[src/hdl/drt_pkg.sv]
// Device registry table: shared constants, opcode and status codes, item types.
// No dependencies; compiled first.
`default_nettype none

package drt_pkg;

  localparam int DEF_TABLE_DEPTH = 16;
  localparam int DEF_TYPE_BITS   = 4;
  localparam int MAX_RESULTS     = 16;
  localparam int INST_MAX        = 15;
  localparam int COUNT_MAX       = 31;

  localparam logic [2:0] OP_ADD       = 3'd0;
  localparam logic [2:0] OP_REMOVE    = 3'd1;
  localparam logic [2:0] OP_FIND_BE   = 3'd2;
  localparam logic [2:0] OP_FIND_INST = 3'd3;
  localparam logic [2:0] OP_COUNT     = 3'd4;
  localparam logic [2:0] OP_LIST      = 3'd5;
  localparam logic [2:0] OP_CLEAR     = 3'd6;

  localparam logic [1:0] ST_OK        = 2'd0;
  localparam logic [1:0] ST_FULL      = 2'd1;
  localparam logic [1:0] ST_NOT_FOUND = 2'd2;

  typedef struct packed {
    logic [2:0]         opcode;
    logic [3:0]         device_type;
    logic signed [31:0] backend_id;
    logic [3:0]         instance_number;
  } in_item_t;

  typedef struct packed {
    logic [1:0]         status;
    logic [3:0]         entry_index;
    logic [3:0]         entry_type;
    logic signed [31:0] entry_backend_id;
    logic [3:0]         entry_instance;
    logic               entry_connected;
    logic [4:0]         type_count;
    logic               last_result;
  } out_item_t;

endpackage

`default_nettype wire

[src/hdl/drt_cell.sv]
// One table slot of the device registry chain. Holds the slot and passes the
// query token to the next cell each cycle. Uses drt_pkg; types come from the top.
`default_nettype none

module drt_cell #(
  parameter int  IDX_W    = 4,
  parameter int  CNT_W    = 5,
  parameter int  CELL_IDX = 0,
  parameter type tok_t,
  parameter type rec_t,
  parameter type wr_t,
  parameter type emit_t
) (
  input  wire        clk,
  input  wire        rst_n,
  input  wire tok_t  tok_i,
  output tok_t       tok_o,
  input  wire wr_t   wr_i,
  output emit_t      emit_o
);
  import drt_pkg::*;

  logic        valid_r;
  logic [$bits(tok_i.dtype)-1:0] type_r;
  logic [31:0] backend_r;
  logic [3:0]  inst_r;
  logic        conn_r;
  logic        conn_nxt;
  tok_t        tok_r;
  tok_t        tok_nxt;
  rec_t        own;
  logic        tm;
  logic        bm;
  logic        im;

  assign tok_o = tok_r;

  always_comb begin
    tok_nxt  = tok_i;
    conn_nxt = conn_r;
    emit_o   = '0;
    tm = tok_i.valid && valid_r && (type_r == tok_i.dtype);
    bm = tm && (backend_r == tok_i.backend);
    im = tm && (inst_r == tok_i.inst);
    own         = '0;
    own.idx     = IDX_W'(CELL_IDX);
    own.dtype   = type_r;
    own.backend = backend_r;
    own.inst    = inst_r;
    own.conn    = conn_r;
    case (tok_i.op)
      OP_ADD: begin
        if (bm && !tok_i.hit) begin
          conn_nxt     = 1'b1;
          tok_nxt.hit  = 1'b1;
          tok_nxt.rec  = own;
          tok_nxt.rec.conn = 1'b1;
        end
        // next instance: one past the largest held for this type
        if (tm && ({1'b0, inst_r} >= tok_i.next_inst)) begin
          tok_nxt.next_inst = {1'b0, inst_r} + 5'd1;
        end
      end
      OP_REMOVE: begin
        if (bm && !tok_i.hit) begin
          conn_nxt     = 1'b0;
          tok_nxt.hit  = 1'b1;
          tok_nxt.rec  = own;
          tok_nxt.rec.conn = 1'b0;
        end
      end
      OP_FIND_BE: begin
        if (bm && !tok_i.hit) begin
          tok_nxt.hit = 1'b1;
          tok_nxt.rec = own;
        end
      end
      OP_FIND_INST: begin
        if (im && !tok_i.hit) begin
          tok_nxt.hit = 1'b1;
          tok_nxt.rec = own;
        end
      end
      OP_COUNT: begin
        if (tm) begin
          tok_nxt.cnt = tok_i.cnt + CNT_W'(1);
        end
      end
      OP_LIST: begin
        // hold one match back so the final one can carry last_result
        if (tm && (int'(tok_i.cnt) < MAX_RESULTS)) begin
          if (tok_i.hit) begin
            emit_o.valid = 1'b1;
            emit_o.rec   = tok_i.rec;
          end
          tok_nxt.hit = 1'b1;
          tok_nxt.rec = own;
          tok_nxt.cnt = tok_i.cnt + CNT_W'(1);
        end
      end
      default: ;
    endcase
  end

  always_ff @(posedge clk) begin
    if (!rst_n) begin
      valid_r <= 1'b0;
      tok_r   <= '0;
    end else begin
      tok_r <= tok_nxt;
      if (wr_i.clr) begin
        valid_r <= 1'b0;
      end else if (wr_i.en && (wr_i.idx == IDX_W'(CELL_IDX))) begin
        valid_r <= 1'b1;
      end
    end
  end

  always_ff @(posedge clk) begin
    conn_r <= conn_nxt;
    if (wr_i.en && (wr_i.idx == IDX_W'(CELL_IDX))) begin
      type_r    <= wr_i.dtype;
      backend_r <= wr_i.backend;
      inst_r    <= wr_i.inst;
      conn_r    <= 1'b1;
    end
  end

endmodule

`default_nettype wire

[src/hdl/device_registry_table_top.sv]
// Device registry table top level: command port, chain of slot cells, result
// register and append/clear control. Depends on drt_pkg and drt_cell.
//
//   channel  | handshake                | payload
//   ---------+--------------------------+---------------------------
//   input    | start, busy (out)        | in_item  (drt_pkg::in_item_t)
//   result   | out_strobe (out)         | out_item (drt_pkg::out_item_t)
//
// An item is taken when start is high and busy is low. Add, remove, find,
// count and list walk a query token down the cell chain one slot per cycle;
// the final result is registered once the token has left the last cell, and
// busy drops with it, so no new such item is taken while one is in the chain.
// Clear and the unused opcode answer in the next cycle and leave busy low.
// List results appear as the token passes matching slots, one per cycle at most.
// Results are shown for one cycle and cannot be stalled. Reset empties the table.
`default_nettype none

module device_registry_table_top #(
  parameter int TABLE_DEPTH = drt_pkg::DEF_TABLE_DEPTH,
  parameter int TYPE_BITS   = drt_pkg::DEF_TYPE_BITS
) (
  input  wire                clk,
  input  wire                rst_n,
  input  wire                start,
  output logic               busy,
  input  wire drt_pkg::in_item_t in_item,
  output logic               out_strobe,
  output drt_pkg::out_item_t out_item
);
  import drt_pkg::*;

  localparam int IDX_W = $clog2(TABLE_DEPTH);
  localparam int CNT_W = $clog2(TABLE_DEPTH + 1);

  typedef struct packed {
    logic [IDX_W-1:0]     idx;
    logic [TYPE_BITS-1:0] dtype;
    logic [31:0]          backend;
    logic [3:0]           inst;
    logic                 conn;
  } rec_t;

  typedef struct packed {
    logic                 valid;
    logic [2:0]           op;
    logic [TYPE_BITS-1:0] dtype;
    logic [31:0]          backend;
    logic [3:0]           inst;
    logic                 hit;
    rec_t                 rec;
    logic [4:0]           next_inst;
    logic [CNT_W-1:0]     cnt;
  } tok_t;

  typedef struct packed {
    logic                 clr;
    logic                 en;
    logic [IDX_W-1:0]     idx;
    logic [TYPE_BITS-1:0] dtype;
    logic [31:0]          backend;
    logic [3:0]           inst;
  } wr_t;

  typedef struct packed {
    logic valid;
    rec_t rec;
  } emit_t;

  tok_t             tok_c [TABLE_DEPTH+1];
  tok_t             tok_head;
  emit_t            emit_c [TABLE_DEPTH];
  emit_t            emit_any;
  tok_t             fin;
  wr_t              wr;
  rec_t             new_rec;
  logic             accept;
  logic             scan;
  logic [TYPE_BITS+3:0] type_ext;
  logic             busy_r, busy_nxt;
  logic [CNT_W-1:0] used_r, used_nxt;
  logic             strobe_r, strobe_nxt;
  out_item_t        out_r, out_nxt;

  function automatic out_item_t rec_to_out(rec_t r);
    out_item_t            o;
    logic [IDX_W+3:0]     idx_ext;
    logic [TYPE_BITS+3:0] typ_ext;
    o                  = '0;
    idx_ext            = (IDX_W + 4)'(r.idx);
    typ_ext            = (TYPE_BITS + 4)'(r.dtype);
    o.entry_index      = idx_ext[3:0];
    o.entry_type       = typ_ext[3:0];
    o.entry_backend_id = r.backend;
    o.entry_instance   = r.inst;
    o.entry_connected  = r.conn;
    return o;
  endfunction

  assign accept   = start && !busy_r;
  assign scan     = (in_item.opcode <= OP_LIST);
  assign type_ext = (TYPE_BITS + 4)'(in_item.device_type);
  assign busy       = busy_r;
  assign out_strobe = strobe_r;
  assign out_item   = out_r;

  always_comb begin
    tok_head         = '0;
    tok_head.valid   = accept && scan;
    tok_head.op      = in_item.opcode;
    tok_head.dtype   = type_ext[TYPE_BITS-1:0];
    tok_head.backend = in_item.backend_id;
    tok_head.inst    = in_item.instance_number;
  end

  assign tok_c[0] = tok_head;

  for (genvar g = 0; g < TABLE_DEPTH; g++) begin : g_cell
    drt_cell #(
      .IDX_W    (IDX_W),
      .CNT_W    (CNT_W),
      .CELL_IDX (g),
      .tok_t    (tok_t),
      .rec_t    (rec_t),
      .wr_t     (wr_t),
      .emit_t   (emit_t)
    ) u_cell (
      .clk    (clk),
      .rst_n  (rst_n),
      .tok_i  (tok_c[g]),
      .tok_o  (tok_c[g+1]),
      .wr_i   (wr),
      .emit_o (emit_c[g])
    );
  end

  // only the cell holding the token can emit, so an OR picks it out
  always_comb begin
    emit_any = '0;
    for (int i = 0; i < TABLE_DEPTH; i++) begin
      emit_any = emit_t'(emit_any | emit_c[i]);
    end
  end

  assign fin = tok_c[TABLE_DEPTH];

  always_comb begin
    busy_nxt   = busy_r;
    used_nxt   = used_r;
    strobe_nxt = 1'b0;
    out_nxt    = '0;
    wr         = '0;
    new_rec         = '0;
    new_rec.idx     = used_r[IDX_W-1:0];
    new_rec.dtype   = fin.dtype;
    new_rec.backend = fin.backend;
    new_rec.inst    = (fin.next_inst > 5'(INST_MAX)) ? 4'(INST_MAX) : fin.next_inst[3:0];
    new_rec.conn    = 1'b1;

    if (accept) begin
      busy_nxt = scan;
      if (!scan) begin
        strobe_nxt          = 1'b1;
        out_nxt.status      = ST_OK;
        out_nxt.last_result = 1'b1;
        if (in_item.opcode == OP_CLEAR) begin
          wr.clr   = 1'b1;
          used_nxt = '0;
        end
      end
    end

    if (emit_any.valid) begin
      strobe_nxt     = 1'b1;
      out_nxt        = rec_to_out(emit_any.rec);
      out_nxt.status = ST_OK;
    end

    if (fin.valid) begin
      busy_nxt   = 1'b0;
      strobe_nxt = 1'b1;
      case (fin.op)
        OP_ADD: begin
          if (fin.hit) begin
            out_nxt = rec_to_out(fin.rec);
          end else if (used_r >= CNT_W'(TABLE_DEPTH)) begin
            out_nxt.status = ST_FULL;
          end else begin
            wr.en      = 1'b1;
            wr.idx     = new_rec.idx;
            wr.dtype   = new_rec.dtype;
            wr.backend = new_rec.backend;
            wr.inst    = new_rec.inst;
            used_nxt   = used_r + CNT_W'(1);
            out_nxt    = rec_to_out(new_rec);
          end
        end
        OP_COUNT: begin
          out_nxt.type_count = (int'(fin.cnt) > COUNT_MAX) ? 5'(COUNT_MAX) : 5'(fin.cnt);
        end
        default: begin
          // remove, find and list end the same way: report the held match
          if (fin.hit) begin
            out_nxt = rec_to_out(fin.rec);
          end else begin
            out_nxt.status = ST_NOT_FOUND;
          end
        end
      endcase
      out_nxt.last_result = 1'b1;
    end
  end

  always_ff @(posedge clk) begin
    if (!rst_n) begin
      busy_r   <= 1'b0;
      used_r   <= '0;
      strobe_r <= 1'b0;
    end else begin
      busy_r   <= busy_nxt;
      used_r   <= used_nxt;
      strobe_r <= strobe_nxt;
    end
  end

  always_ff @(posedge clk) begin
    out_r <= out_nxt;
  end

endmodule

`default_nettype wire

[config.mk]
export PLATFORM = sky130hd
export DESIGN_NAME = device_registry_table_top
export DESIGN_NICKNAME = d
export VERILOG_FILES = /design/src/hdl/drt_pkg.sv /design/src/hdl/drt_cell.sv /design/src/hdl/device_registry_table_top.sv
export SDC_FILE = /design/constraint.sdc
export NUM_CORES = 2
export LEC_CHECK = 0
export BUFFER_PORTS_ARGS = -buffer_cell sky130_fd_sc_hd__buf_4
export CAP_MARGIN = 15
export CORE_MARGIN = 3
export CORE_UTILIZATION = 34
export CTS_CLUSTER_DIAMETER = 40
export DETAILED_ROUTE_END_ITERATION = 16
export GPL_TIMING_DRIVEN = 0
export PLACE_DENSITY = 0.61
export RECOVER_POWER = 100
export SKIP_LAST_GASP = 1
export SYNTH_ARGS = -nofsm -noshare
export SYNTH_HDL_FRONTEND = slang
export SYNTH_SLANG_ARGS = --single-unit
[constraint.sdc]
create_clock -name clk -period 4.5 [get_ports clk]
set_clock_uncertainty 0.2 [all_clocks]
set_input_delay 0.45 -clock clk [delete_from_list [all_inputs] [get_ports clk]]
set_output_delay 0.45 -clock clk [all_outputs]
set_load 0.02 [all_outputs]
==> results.yml <==
timing:
  fin_crit_ps: 4710
  timing.final.ws_setup_ps: -208
  fin_crit_sh: 1.05
  whs_ps: 37.6
  finalHoldViolations: 0
  worstMarginPinSlew_ps: 2050
  max_freq_mhz: 212
  maxSlewHeadroom: -0.365
  rsz0062_at_grt: "yes"
  tns_ps: -2630
  slew_viol_final: 131
  finalSetupViolCount: 60
logic_synthesis:
  synth.largest_area_cell: "dfxtp_1"
  synth-seq-cells: 2303
  synth_cell_type_count: 92
  syn_avg_cell_area_um2: 11.2
  synth-seq-area-share: 0.592
  syn_nets: 8020
  synth_commonest_cells: "dfxtp_1, and2_1, edfxtp_1"
  syn_area_um2: 88700
  synth_flop_cell: "dfxtp_1"
  async_flop_share: 0
  post-synth-top-count-cell: "dfxtp_1"
  synth_edf_count: 640
  yosys_warnings: 0
  yosys.area.top_type_share: 0.376
  netlist_top_cells_area: "dfxtp_1, edfxtp_1, mux2i_1"
  syn_inst: 7881
job:
  maxCapViolCount: 12
clocking:
  clkTransAtPathRegs_ps: 60
  cts_root_buffer: "clkbuf_16"
  cts_tree: "yes"
  cts_sinks: 2303
  cts_buffers: 380
  cts-htree-levels: 5
  clk_latency_ps: 990
  clockBufferDepth: 4
global_route:
  gr-usage-all-layers: 0.314
  grt_pass1_vias: 66600
  antenna_found_initial: 36
  grt_pass1_wl_mm: 567
  grt_overflow_total: 0
  grt_max_degree: 35
detailed_routing:
  first_pass_iters: 7
  post-route-drc-count: 0
  final_antenna_net_count: 0
  drt-wirelength-per-cell_um: 35.2
  vias_per_cell: 5.63
  routed_wl_mm: 430
  vias: 68700
  detail_route.iter0.violations: 9165
critical_path:
  r2r_cells: 9
  path_class: "flop to flop"
  r2r_slack_ps: -210
  cp.required_ps: 5050
  cp-start-kind: "flop"
  worstPathArrival_ps: 5250
  cp-end-kind: "flop"
  cp_max_fo: 10
placed_design:
  dp_hpwl_mm: 344
  gp_congestion: 1.04
  port_buffers: 98
  preCtsSetupSlack_ps: -497
layout:
  fillers: 24500
  drive_gt1_frac: 0.106
  syn2layout_area_growth_pct: 22.2
  multi_input_area_um2: 33900
  nets: 8645
  seq_area_um2: 52500
  post-route-util: 0.420
floorplan:
  dieWidth_um: 517
  start_util: 0.344
  die_h_um: 517
  rows: 186
  core_um2: 258000
  die_area_um2: 267000
  boundaryPins: 101
power:
  p_per_area_nw_per_um2: 482
  leakagePower_nw: 40.9
  ir_drop_uv: 419
outcome:
  failed_checks: "max-capacitance violations, max-slew violations, negative setup slack"
  outcome: "finished, violations left"
min_path:
  hp-class: "input port to flop"
  hold_path_depth: 3
## flip-flops by register name, summed over array words and instances, names as in the netlist
signal / count
busy: 1
g_cell.u_cell.backend_r: 512
g_cell.u_cell.conn_r: 16
g_cell.u_cell.inst_r: 64
g_cell.u_cell.tok_o: 1571
g_cell.u_cell.type_r: 64
g_cell.u_cell.valid_r: 16
out_item: 53
out_strobe: 1
used_r: 5
## layer usage
| metal | part of all wire | global-route usage | up-vias |
|---|---|---|---|
| met3 | 0.084 | 0.0631 | 901 |
| met4 | 0.075 | 0.198 | 4 |
| met1 | 0.41 | 0.407 | 35100 |
| met5 | 0.000063 | 0 | - |
| met2 | 0.43 | 0.479 | 3654 |
| li1 | - | - | 29000 |
## cell usage in the layout, fill, tap and decap left out, drive strengths merged, types with 24 or more instances in the layout
| master | synthesis | layout |
|---|---|---|
| nand4 | 138 | 138 |
| a221oi | 35 | 35 |
| nor4 | 126 | 126 |
| a22o | 41 | 41 |
| bufinv | 0 | 44 |
| dlygate4sd3 | 0 | 47 |
| a21oi | 197 | 197 |
| nor3 | 75 | 75 |
| and3 | 70 | 70 |
| dfxtp | 1663 | 1663 |
| clkinv | 1 | 96 |
| xor2 | 406 | 406 |
| xnor2 | 302 | 302 |
| nand3 | 255 | 255 |
| inv | 141 | 198 |
| ha | 93 | 93 |
| nand2 | 514 | 514 |
| a221o | 29 | 29 |
| clkinvlp | 0 | 38 |
| a31oi | 24 | 24 |
| a211oi | 42 | 42 |
| edfxtp | 640 | 640 |
| nand2b | 30 | 30 |
| o21ai | 153 | 153 |
| buf | 117 | 218 |
| mux2i | 590 | 590 |
| and2 | 762 | 762 |
| nor2 | 581 | 581 |
| clkbuf | 316 | 862 |
| a22oi | 194 | 194 |
| a21o | 37 | 37 |
| a222oi | 46 | 46 |
## cell type report
class | count | area share
antenna | 21 | 0.000485
buffer | 432 | 0.0171
clock buffer | 453 | 0.0951
clock inverter | 234 | 0.0254
inverter | 142 | 0.00492
multi-input combinational | 5003 | 0.313
sequential | 2303 | 0.485
tap | 3384 | 0.0391
timing repair buffer | 244 | 0.0204
## repair_timing
action	CTS	global route
setup buffers	6	15
endpoints found under the hold margin	54	0
setup endpoints to repair	119	153
resized for setup	14	20
pin swaps	1	2
cloned	0	0
hold buffers	47	0
## power by group
part	total (mW)	internal (mW)	switching (mW)	leakage [nW]
logic	1.04	0.227	0.812	16.2
clock network	29.8	19.0	10.8	6.33
registers	21.3	21.3	0.0635	18.4
## per-stage QoR
step | area [um2] | power [mW] | std cells
after floorplan | 88700 | 22.1 | 7881
after global placement | 93600 | 22.7 | 11400
after detailed placement | 95100 | 22.7 | 11400
after CTS | 109000 | 52.4 | 12200
after global routing | 108000 | 53.3 | 12200
final | 108000 | 52.2 | 12200
## cells by family (layout without fill, tap and decap cells)
kind of cell | count (synthesis) | in the layout | share of synthesized area
XOR/XNOR | 708 | 708 | 0.0699
multiplexers | 591 | 591 | 0.0667
buffers and inverters | 575 | 1505 | 0.0268
adder cells (fa/ha/maj) | 93 | 93 | 0.0131
other | 0 | 21 | 0
AND/OR/NAND/NOR | 2664 | 2664 | 0.156
flip-flops | 2303 | 2303 | 0.592
AO/OA/AOI/OAI | 947 | 947 | 0.0750
## path summary, 6_finish.rpt
check / startpoint / endpoint
setup / recovery: g_cell[11].u_cell.tok_o[98] / out_item[42]
hold / removal: in_item[28] / g_cell[0].u_cell.tok_o[84]
setup reg to reg: g_cell[11].u_cell.tok_o[98] / out_item[42]
hold reg to reg: g_cell[13].u_cell.tok_o[51] / g_cell[14].u_cell.tok_o[51]
## critical path: stages (launching register included)
cell and delay [ps]:
dfxtp_1 490, inv_1 210, or3_1 460, nor4_2 970
buf_8 270, buf_2 450, buf_4 390, a222oi_1 120
and4_1 260, o21ai_1 630
Note: power is estimated with default switching activity, not from simulation.
